[src/sv/chacha_pkg.sv]
// ----------------------------------------------------------------------------
// chacha_pkg
// Shared types, constants and round functions for the ChaCha20 XOR core.
// ----------------------------------------------------------------------------
package chacha_pkg;

  localparam int ROUND_COUNT_DEF = 20;
  localparam int QUEUE_DEPTH_DEF = 4;
  localparam int WORD_W          = 32;
  localparam int BYTES_PER_WORD  = 4;
  localparam int VB_W            = 3;
  localparam int IDX_W           = 4;
  localparam int CTR_W           = 64;
  localparam int CFG_IDX_W       = 3;
  localparam int CFG_DATA_W      = 64;
  localparam int KEY_PAIRS       = 4;

  localparam logic [31:0] SIGMA0 = 32'h61707865;
  localparam logic [31:0] SIGMA1 = 32'h3320646e;
  localparam logic [31:0] SIGMA2 = 32'h79622d32;
  localparam logic [31:0] SIGMA3 = 32'h6b206574;

  typedef enum logic [CFG_IDX_W-1:0] {
    CFG_KEY01 = 3'd0,
    CFG_KEY23 = 3'd1,
    CFG_KEY45 = 3'd2,
    CFG_KEY67 = 3'd3,
    CFG_NONCE = 3'd4
  } cfg_reg_e;

  typedef enum logic [1:0] {
    BK_IDLE,
    BK_ROUND,
    BK_ADD,
    BK_EMIT
  } back_state_e;

  typedef logic [15:0][31:0] state_t;
  typedef logic [KEY_PAIRS-1:0][CFG_DATA_W-1:0] key_t;

  typedef struct packed {
    logic [WORD_W-1:0]         data_word;
    logic [VB_W-1:0]           valid_bytes;
    logic                      last;
    logic [BYTES_PER_WORD-1:0] byte_en;
    logic                      new_block;
    logic [IDX_W-1:0]          word_idx;
    logic [CTR_W-1:0]          counter;
  } chacha_entry_t;

  typedef struct packed {
    logic [31:0] a;
    logic [31:0] b;
    logic [31:0] c;
    logic [31:0] d;
  } quad_t;

  function automatic logic [31:0] rotl32(logic [31:0] x, int n);
    rotl32 = (x << n) | (x >> (32 - n));
  endfunction

  function automatic quad_t quarter(quad_t q);
    quad_t r;
    r = q;
    r.a = r.a + r.b; r.d = rotl32(r.d ^ r.a, 16);
    r.c = r.c + r.d; r.b = rotl32(r.b ^ r.c, 12);
    r.a = r.a + r.b; r.d = rotl32(r.d ^ r.a, 8);
    r.c = r.c + r.d; r.b = rotl32(r.b ^ r.c, 7);
    return r;
  endfunction

  // Column round when diag is low, diagonal round when high.
  function automatic state_t chacha_round(state_t s, logic diag);
    state_t r;
    quad_t  q;
    int     ib;
    int     ic;
    int     id;
    r = s;
    for (int j = 0; j < 4; j++) begin
      ib = diag ? 4 + ((j + 1) % 4) : 4 + j;
      ic = diag ? 8 + ((j + 2) % 4) : 8 + j;
      id = diag ? 12 + ((j + 3) % 4) : 12 + j;
      q = quarter('{a: s[j], b: s[ib], c: s[ic], d: s[id]});
      r[j]  = q.a;
      r[ib] = q.b;
      r[ic] = q.c;
      r[id] = q.d;
    end
    return r;
  endfunction

  function automatic state_t build_init(key_t key, logic [CTR_W-1:0] ctr,
                                        logic [CFG_DATA_W-1:0] nonce);
    state_t s;
    s[0] = SIGMA0;
    s[1] = SIGMA1;
    s[2] = SIGMA2;
    s[3] = SIGMA3;
    for (int i = 0; i < KEY_PAIRS; i++) begin
      s[4 + 2 * i] = key[i][31:0];
      s[5 + 2 * i] = key[i][63:32];
    end
    s[12] = ctr[31:0];
    s[13] = ctr[63:32];
    s[14] = nonce[31:0];
    s[15] = nonce[63:32];
    return s;
  endfunction

endpackage

[src/sv/chacha_front.sv]
// ----------------------------------------------------------------------------
// chacha_front
// Accepts data words, tracks word index and block counter, tags each request.
// ----------------------------------------------------------------------------
module chacha_front import chacha_pkg::*; (
  input  logic                  clk_i,
  input  logic                  rst_ni,
  input  logic                  in_valid_i,
  output logic                  in_stall_o,
  input  logic [WORD_W-1:0]     data_word_i,
  input  logic [VB_W-1:0]       valid_bytes_i,
  input  logic                  message_start_i,
  input  logic                  message_end_i,
  input  logic                  full_i,
  output logic                  push_o,
  output chacha_entry_t         entry_o
);

  logic [IDX_W-1:0] idx_q, idx_d, idx_cur;
  logic [CTR_W-1:0] ctr_q, ctr_d, ctr_cur;
  logic [VB_W-1:0]  vb_clamp;

  assign in_stall_o = full_i;
  assign push_o     = in_valid_i && !full_i;

  always_comb begin
    idx_cur  = message_start_i ? '0 : idx_q;
    ctr_cur  = message_start_i ? '0 : ctr_q;
    vb_clamp = (valid_bytes_i > VB_W'(BYTES_PER_WORD)) ? VB_W'(BYTES_PER_WORD)
                                                       : valid_bytes_i;
    entry_o.data_word   = data_word_i;
    entry_o.valid_bytes = valid_bytes_i;
    entry_o.last        = message_end_i;
    for (int b = 0; b < BYTES_PER_WORD; b++) begin
      entry_o.byte_en[b] = vb_clamp > VB_W'(b);
    end
    entry_o.new_block = (idx_cur == '0);
    entry_o.word_idx  = idx_cur;
    entry_o.counter   = ctr_cur;
    idx_d = idx_q;
    ctr_d = ctr_q;
    if (push_o) begin
      idx_d = idx_cur + 1'b1;
      ctr_d = (idx_cur == '1) ? ctr_cur + 1'b1 : ctr_cur;
    end
  end

  always_ff @(posedge clk_i or negedge rst_ni) begin
    if (!rst_ni) begin
      idx_q <= '0;
      ctr_q <= '0;
    end else begin
      idx_q <= idx_d;
      ctr_q <= ctr_d;
    end
  end

endmodule

[src/sv/chacha_fifo.sv]
// ----------------------------------------------------------------------------
// chacha_fifo
// Short first-word-fall-through queue between front and back.
// ----------------------------------------------------------------------------
module chacha_fifo import chacha_pkg::*; #(
  parameter int DEPTH = QUEUE_DEPTH_DEF
) (
  input  logic          clk_i,
  input  logic          rst_ni,
  input  logic          push_i,
  input  chacha_entry_t entry_i,
  output logic          full_o,
  input  logic          pop_i,
  output chacha_entry_t head_o,
  output logic          empty_o
);

  localparam int PtrW = (DEPTH > 1) ? $clog2(DEPTH) : 1;
  localparam int CntW = $clog2(DEPTH + 1);

  chacha_entry_t    mem_q [DEPTH];
  logic [PtrW-1:0]  wr_q, wr_d, rd_q, rd_d;
  logic [CntW-1:0]  cnt_q, cnt_d;
  logic             do_push, do_pop;

  assign full_o  = (cnt_q == CntW'(DEPTH));
  assign empty_o = (cnt_q == '0);
  assign do_push = push_i && !full_o;
  assign do_pop  = pop_i && !empty_o;
  assign head_o  = mem_q[rd_q];

  always_comb begin
    wr_d  = wr_q;
    rd_d  = rd_q;
    cnt_d = cnt_q;
    if (do_push) begin
      wr_d = (wr_q == PtrW'(DEPTH - 1)) ? '0 : wr_q + 1'b1;
    end
    if (do_pop) begin
      rd_d = (rd_q == PtrW'(DEPTH - 1)) ? '0 : rd_q + 1'b1;
    end
    if (do_push && !do_pop) begin
      cnt_d = cnt_q + 1'b1;
    end else if (do_pop && !do_push) begin
      cnt_d = cnt_q - 1'b1;
    end
  end

  always_ff @(posedge clk_i or negedge rst_ni) begin
    if (!rst_ni) begin
      wr_q  <= '0;
      rd_q  <= '0;
      cnt_q <= '0;
    end else begin
      wr_q  <= wr_d;
      rd_q  <= rd_d;
      cnt_q <= cnt_d;
    end
  end

  always_ff @(posedge clk_i) begin
    if (do_push) begin
      mem_q[wr_q] <= entry_i;
    end
  end

endmodule

[src/sv/chacha_back.sv]
// ----------------------------------------------------------------------------
// chacha_back
// Runs the block rounds, holds the keystream block, XORs and registers output.
// ----------------------------------------------------------------------------
module chacha_back import chacha_pkg::*; #(
  parameter int ROUND_COUNT = ROUND_COUNT_DEF
) (
  input  logic                  clk_i,
  input  logic                  rst_ni,
  input  key_t                  key_i,
  input  logic [CFG_DATA_W-1:0] nonce_i,
  input  chacha_entry_t         head_i,
  input  logic                  head_valid_i,
  output logic                  pop_o,
  output logic                  out_valid_o,
  input  logic                  out_stall_i,
  output logic [WORD_W-1:0]     cipher_word_o,
  output logic [VB_W-1:0]       out_valid_bytes_o,
  output logic                  out_last_o
);

  localparam int RoundsEff = ((ROUND_COUNT + 1) / 2) * 2;
  localparam int RndW      = $clog2(RoundsEff);

  back_state_e       state_q, state_d;
  logic [RndW-1:0]   rnd_q;
  state_t            work_q;
  state_t            init;
  logic [31:0]       ks_q [16];
  logic              out_free, emit, load_init, do_round, do_add;
  logic [WORD_W-1:0] ks_word, mask;

  assign init     = build_init(key_i, head_i.counter, nonce_i);
  assign out_free = !out_valid_o || !out_stall_i;
  assign pop_o    = emit;
  assign ks_word  = ks_q[head_i.word_idx];

  always_comb begin
    for (int b = 0; b < BYTES_PER_WORD; b++) begin
      mask[8*b +: 8] = {8{head_i.byte_en[b]}};
    end
  end

  always_comb begin
    state_d   = state_q;
    emit      = 1'b0;
    load_init = 1'b0;
    do_round  = 1'b0;
    do_add    = 1'b0;
    case (state_q)
      BK_IDLE: begin
        if (head_valid_i) begin
          if (head_i.new_block) begin
            load_init = 1'b1;
            state_d   = BK_ROUND;
          end else if (out_free) begin
            emit = 1'b1;
          end
        end
      end
      BK_ROUND: begin
        do_round = 1'b1;
        if (rnd_q == RndW'(RoundsEff - 1)) begin
          state_d = BK_ADD;
        end
      end
      BK_ADD: begin
        do_add  = 1'b1;
        state_d = BK_EMIT;
      end
      BK_EMIT: begin
        if (out_free) begin
          emit    = 1'b1;
          state_d = BK_IDLE;
        end
      end
      default: state_d = BK_IDLE;
    endcase
  end

  always_ff @(posedge clk_i or negedge rst_ni) begin
    if (!rst_ni) begin
      state_q     <= BK_IDLE;
      rnd_q       <= '0;
      out_valid_o <= 1'b0;
    end else begin
      state_q <= state_d;
      if (load_init) begin
        rnd_q <= '0;
      end else if (do_round) begin
        rnd_q <= rnd_q + 1'b1;
      end
      if (emit) begin
        out_valid_o <= 1'b1;
      end else if (!out_stall_i) begin
        out_valid_o <= 1'b0;
      end
    end
  end

  always_ff @(posedge clk_i) begin
    if (load_init) begin
      work_q <= init;
    end else if (do_round) begin
      work_q <= chacha_round(work_q, rnd_q[0]);
    end
    if (do_add) begin
      for (int i = 0; i < 16; i++) begin
        ks_q[i] <= work_q[i] + init[i];
      end
    end
    if (emit) begin
      cipher_word_o     <= (head_i.data_word ^ ks_word) & mask;
      out_valid_bytes_o <= head_i.valid_bytes;
      out_last_o        <= head_i.last;
    end
  end

endmodule

[src/sv/chacha20_stream_xor_core.sv]
// ----------------------------------------------------------------------------
// chacha20_stream_xor_core: ChaCha20 keystream XOR, one 32-bit word per request
// The first word of a block waits for the block rounds, one round per cycle, and
// then the feed-forward add; later words of the block use the held keystream.
// The queue keeps accepting words while the rounds run, until it is full.
// Reset clears counter, word index, queue, output valid and key/nonce registers.
// ----------------------------------------------------------------------------
module chacha20_stream_xor_core import chacha_pkg::*; #(
  parameter int ROUND_COUNT = ROUND_COUNT_DEF,
  parameter int QUEUE_DEPTH = QUEUE_DEPTH_DEF
) (
  input  logic                  clk_i,
  input  logic                  rst_ni,
  input  logic                  cfg_valid_i,
  output logic                  cfg_ready_o,
  input  logic [CFG_IDX_W-1:0]  cfg_index_i,
  input  logic [CFG_DATA_W-1:0] cfg_data_i,
  input  logic                  in_valid_i,
  output logic                  in_stall_o,
  input  logic [WORD_W-1:0]     data_word_i,
  input  logic [VB_W-1:0]       valid_bytes_i,
  input  logic                  message_start_i,
  input  logic                  message_end_i,
  output logic                  out_valid_o,
  input  logic                  out_stall_i,
  output logic [WORD_W-1:0]     cipher_word_o,
  output logic [VB_W-1:0]       out_valid_bytes_o,
  output logic                  out_last_o
);

  key_t                  key_q;
  logic [CFG_DATA_W-1:0] nonce_q;
  logic                  push, full, pop, empty;
  chacha_entry_t         entry, head;

  assign cfg_ready_o = 1'b1;

  always_ff @(posedge clk_i or negedge rst_ni) begin
    if (!rst_ni) begin
      key_q   <= '0;
      nonce_q <= '0;
    end else if (cfg_valid_i && cfg_ready_o) begin
      case (cfg_index_i)
        CFG_KEY01: key_q[0] <= cfg_data_i;
        CFG_KEY23: key_q[1] <= cfg_data_i;
        CFG_KEY45: key_q[2] <= cfg_data_i;
        CFG_KEY67: key_q[3] <= cfg_data_i;
        CFG_NONCE: nonce_q  <= cfg_data_i;
        default: ;
      endcase
    end
  end

  chacha_front u_front (
    .clk_i,
    .rst_ni,
    .in_valid_i,
    .in_stall_o,
    .data_word_i,
    .valid_bytes_i,
    .message_start_i,
    .message_end_i,
    .full_i  (full),
    .push_o  (push),
    .entry_o (entry)
  );

  chacha_fifo #(
    .DEPTH (QUEUE_DEPTH)
  ) u_fifo (
    .clk_i,
    .rst_ni,
    .push_i  (push),
    .entry_i (entry),
    .full_o  (full),
    .pop_i   (pop),
    .head_o  (head),
    .empty_o (empty)
  );

  chacha_back #(
    .ROUND_COUNT (ROUND_COUNT)
  ) u_back (
    .clk_i,
    .rst_ni,
    .key_i        (key_q),
    .nonce_i      (nonce_q),
    .head_i       (head),
    .head_valid_i (!empty),
    .pop_o        (pop),
    .out_valid_o,
    .out_stall_i,
    .cipher_word_o,
    .out_valid_bytes_o,
    .out_last_o
  );

endmodule

[config.mk]
export PLATFORM = sky130hd
export DESIGN_NAME = chacha20_stream_xor_core
export DESIGN_NICKNAME = d
export VERILOG_FILES = /design/src/sv/chacha_pkg.sv /design/src/sv/chacha_front.sv /design/src/sv/chacha_fifo.sv /design/src/sv/chacha_back.sv /design/src/sv/chacha20_stream_xor_core.sv
export SDC_FILE = /design/constraint.sdc
export NUM_CORES = 2
export LEC_CHECK = 0
export BUFFER_PORTS_ARGS = -buffer_cell sky130_fd_sc_hd__buf_4
export CAP_MARGIN = 20
export CORE_UTILIZATION = 30
export CTS_BUF_LIST = sky130_fd_sc_hd__clkbuf_16
export CTS_CLUSTER_SIZE = 28
export DETAILED_ROUTE_END_ITERATION = 12
export PLACE_DENSITY_LB_ADDON = 0.12
export SLEW_MARGIN = 20
export SYNTH_ARGS = -nofsm -noshare
export SYNTH_HDL_FRONTEND = slang
export SYNTH_SLANG_ARGS = --single-unit
[constraint.sdc]
create_clock -name clk_i -period 21.3 [get_ports clk_i]
set_input_delay 3.195 -clock clk_i [delete_from_list [all_inputs] [get_ports clk_i]]
set_output_delay 3.195 -clock clk_i [all_outputs]
set_load 0.02 [all_outputs]
==> flow_summary_export.csv <==
group,metric,value,unit
synth,synthFlopType,"edfxtp_1",
synth,synth-async-reset-ratio,0.2122,
detailed_routing,drc,0,
cells_and_area,layout-drive-gt1-share,0.1682,
cts,clk_root_buffer_cell,"clkbuf_16",
detailed_routing,initialDrtViolationCount,14598,
detailed_routing,ant_nets,0,
detailed_routing,vias_per_cell,5.828,
place,dpl_cell_area,0.1394,mm²
synth,ys_ff_latch,1899,
hold_path,min_path_type,"flop to flop",
cells_and_area,layout_common_cells,"edfxtp_1 (1368), nand2_1 (933), ha_1 (878)",
floorplanning,die_x,652.5,µm
sta,skew,0.1024,ns
synth,synth.distinct_cells,115,
critical_path,path_class,"flop to flop",
place,placed_cells,17744,
synth,synth_top_family_by_area,"multiplexers",
cts,postCtsSetupRepairBufs,0,
sta,min_period_over_period,0.9416,
cells_and_area,area_growth,16.31,%
synth,synth-compound-area-share,0.1238,
floorplanning,core-area,0.4208,mm²
hold_path,hold_path_depth,1,
cts,hold_buffers,0,
critical_path,critPathLaunch,"u_back.rnd_q[0]$_DFFE_PN0P_",
synth,synthXorXnorAreaFrac,0.1064,
sta,worst_pin_slew,1.420,ns
critical_path,cp_num_buf_inv,5,
cts,clock_path_buffers,4,
synth,avgSynthCellArea,10.76,µm²
synth,synthesis.nets,12812,
cts,cts_made_buffers,240,
sta,timing.final.max_slew_violations,0,
sta,rsz0062_at_grt,"false",
cts,clk_latency,1.03,ns
synth,synth_mux_area_frac,0.1268,
detailed_routing,totalWireLength,797700,µm
cts,cts-resized-gates,0,
global_route,gr-total-overflow,0,
critical_path,cp-end-kind,"flop",
critical_path,start_kind,"flop",
cells_and_area,nets,13367,
synth,syn-cell-area,0.1269,mm²
critical_path,r2r_slack,1.24,ns
place,portBuffers,146,
global_route,antenna_found_initial,154,
detailed_routing,dr.pass1.iters,6,
synth,synthCells,11794,
place,dpl.hpwl,669600,µm
cts,htreeDepth,4,
job,cap_violations,0,
global_route,grt_pass1_wl,1010000,µm
sta,setup_violations,0,
synth,synth_edf_count,1368,
synth,synth_warnings,0,
sta,fin_tns_setup,0,ns
critical_path,r2r-start,"u_back.rnd_q[0]$_DFFE_PN0P_",
floorplanning,die_y,652.5,µm
floorplanning,start_util,0.3017,
global_route,grt_max_degree,122,
cells_and_area,final_common_cell,"edfxtp_1",
critical_path,cp_top_family,"compound AO/OA/AOI/OAI gates",
cts,clkTransAtPathRegs,0.07,ns
hold_path,min_from,"u_fifo.cnt_q[2]$_DFFE_PN0P_",
synth,yosys.area_share.adder,0.09155,
synth,yosys.area_share.simple,0.1024,
sta,relSlewSlack,0.04680,
place,gp_congestion,1.051,
cells_and_area,instances_no_fill,18312,
detailed_routing,vias,106724,
hold_path,min_to,"u_fifo.cnt_q[2]$_DFFE_PN0P_",
global_route,grt_pass1_vias,99551,
critical_path,cp_slowest_stage_delay,0.91,ns
detailed_routing,wl_per_cell,43.56,µm
sta,period_needed,20.06,ns
cts,cts_tree,"done",
floorplanning,die-area,0.4258,mm²
cts,cts_sinks,1899,
cells_and_area,stdcell_area,0.1476,mm²
sta,hold_viol_final,0,
critical_path,cp_data_required_time,22.20,ns
floorplanning,rows,238,
global_route,grtUsageTotal,0.3639,
critical_path,r2r_end,"u_back.work_q[195]$_DFFE_PP_",
critical_path,rr_worst_depth,56,
critical_path,cpMaxStageDelayCell,"mux2i_4",
critical_path,crit_arrival,20.96,ns
floorplanning,io_pins,148,
sta,holdWs,0.4908,ns
synth,yosysSeqAreaShare,0.4232,
status,outcome,"complete, no violations",
critical_path,cp_max_fo,79,
sta,fmax,49.86,MHz
logic make-up (layout without fill, tap and decap cells):
| family | count (synthesis) | in the layout |
|---|---|---|
| xor+xnor | 1505 | 1505 |
| compound gates | 2504 | 2504 |
| mux | 1248 | 1248 |
| other cells | 1 | 114 |
| buf+inv | 869 | 1634 |
| fa+ha+maj | 912 | 912 |
| flops | 1899 | 1899 |
| simple gates | 2856 | 2856 |
worst max path at each step:
stage	endpoint	slack (ns)	cells past startpoint
finish	u_back.work_q[195]$_DFFE_PP_	1.24	56
CTS	u_back.work_q[195]$_DFFE_PP_	1.61	61
global route	u_back.work_q[195]$_DFFE_PP_	0.51	61
floorplan	u_back.work_q[134]$_DFFE_PP_	6.22	70
global placement	u_back.work_q[193]$_DFFE_PP_	1.09	61
detailed placement	u_back.work_q[195]$_DFFE_PP_	1.71	61
cell type report:
type	count	area [µm²]
Fill cell	42240	273100
Antenna cell	113	282.8
Sequential cell	1899	53740
Clock inverter	210	1780
Inverter	511	1938
Clock buffer	242	6056
Multi-Input combinational cell	9026	71520
Tap cell	5640	7057
Timing Repair Buffer	671	5270
worst reg2reg max path: cells and delay by family (launching register included):
kind,cells,cell delay (ns)
AOI/OAI and AO/OA,26,7.51
xor gates and xnor gates,7,3.72
adders and majority gates,7,2.54
buffers and inverters,5,1.19
DFF,1,0.74
muxes,1,1.20
and+or+nand+nor,10,3.03
stage by stage:
step	utilization	setup slack, ns
5_1_grt	0.3503	0.5100
2_1_floorplan	-	6.224
3_3_place_gp	0.3304	1.091
4_1_cts	0.3499	1.614
6_report	0.3509	1.243
3_5_place_dp	0.3313	1.708
sequential cells by signal, indices dropped and copies added (netlist names), 3 cells and up:
| signal | flops |
|---|---|
| u_back.cipher_word_o | 32 |
| u_back.work_q | 512 |
| u_fifo.cnt_q | 3 |
| u_front.ctr_q | 64 |
| u_back.out_valid_bytes_o | 3 |
| key_q | 256 |
| u_back.ks_q | 512 |
| u_front.idx_q | 4 |
| nonce_q | 64 |
| u_back.rnd_q | 5 |
| u_fifo.mem_q | 436 |
cells in the mapped netlist, drive strengths merged (56+ instances only):
| master | number | area share |
|---|---|---|
| a211oi | 78 | 0.0048 |
| a21boi | 72 | 0.0043 |
| a21o | 216 | 0.013 |
| a21oi | 750 | 0.030 |
| a31oi | 60 | 0.0031 |
| and2 | 56 | 0.0028 |
| and3 | 105 | 0.0052 |
| buf | 80 | 0.0025 |
| clkbuf | 278 | 0.0082 |
| dfrtp | 403 | 0.079 |
| dfxtp | 128 | 0.020 |
| edfxtp | 1368 | 0.32 |
| ha | 880 | 0.087 |
| inv | 511 | 0.015 |
| mux2 | 548 | 0.049 |
| mux2i | 467 | 0.037 |
| mux4 | 233 | 0.041 |
| nand2 | 936 | 0.028 |
| nand2b | 104 | 0.0051 |
| nand3 | 206 | 0.0082 |
| nor2 | 878 | 0.026 |
| nor2b | 152 | 0.0075 |
| nor3 | 183 | 0.0072 |
| o21a | 91 | 0.0054 |
| o21ai | 730 | 0.029 |
| o21bai | 81 | 0.0048 |
| or3 | 73 | 0.0036 |
| xnor2 | 950 | 0.066 |
| xor2 | 538 | 0.037 |
metal layers:
metal  routed length [µm]  GRT usage
met5                  242          0
met1               337500     0.4890
met2               332900     0.5296
met4                58460     0.2269
met3                68630    0.08002
Power is left out: the tool's default activity adds up to more than one toggle a clock period on the data nets, which glitch-free logic cannot reach.
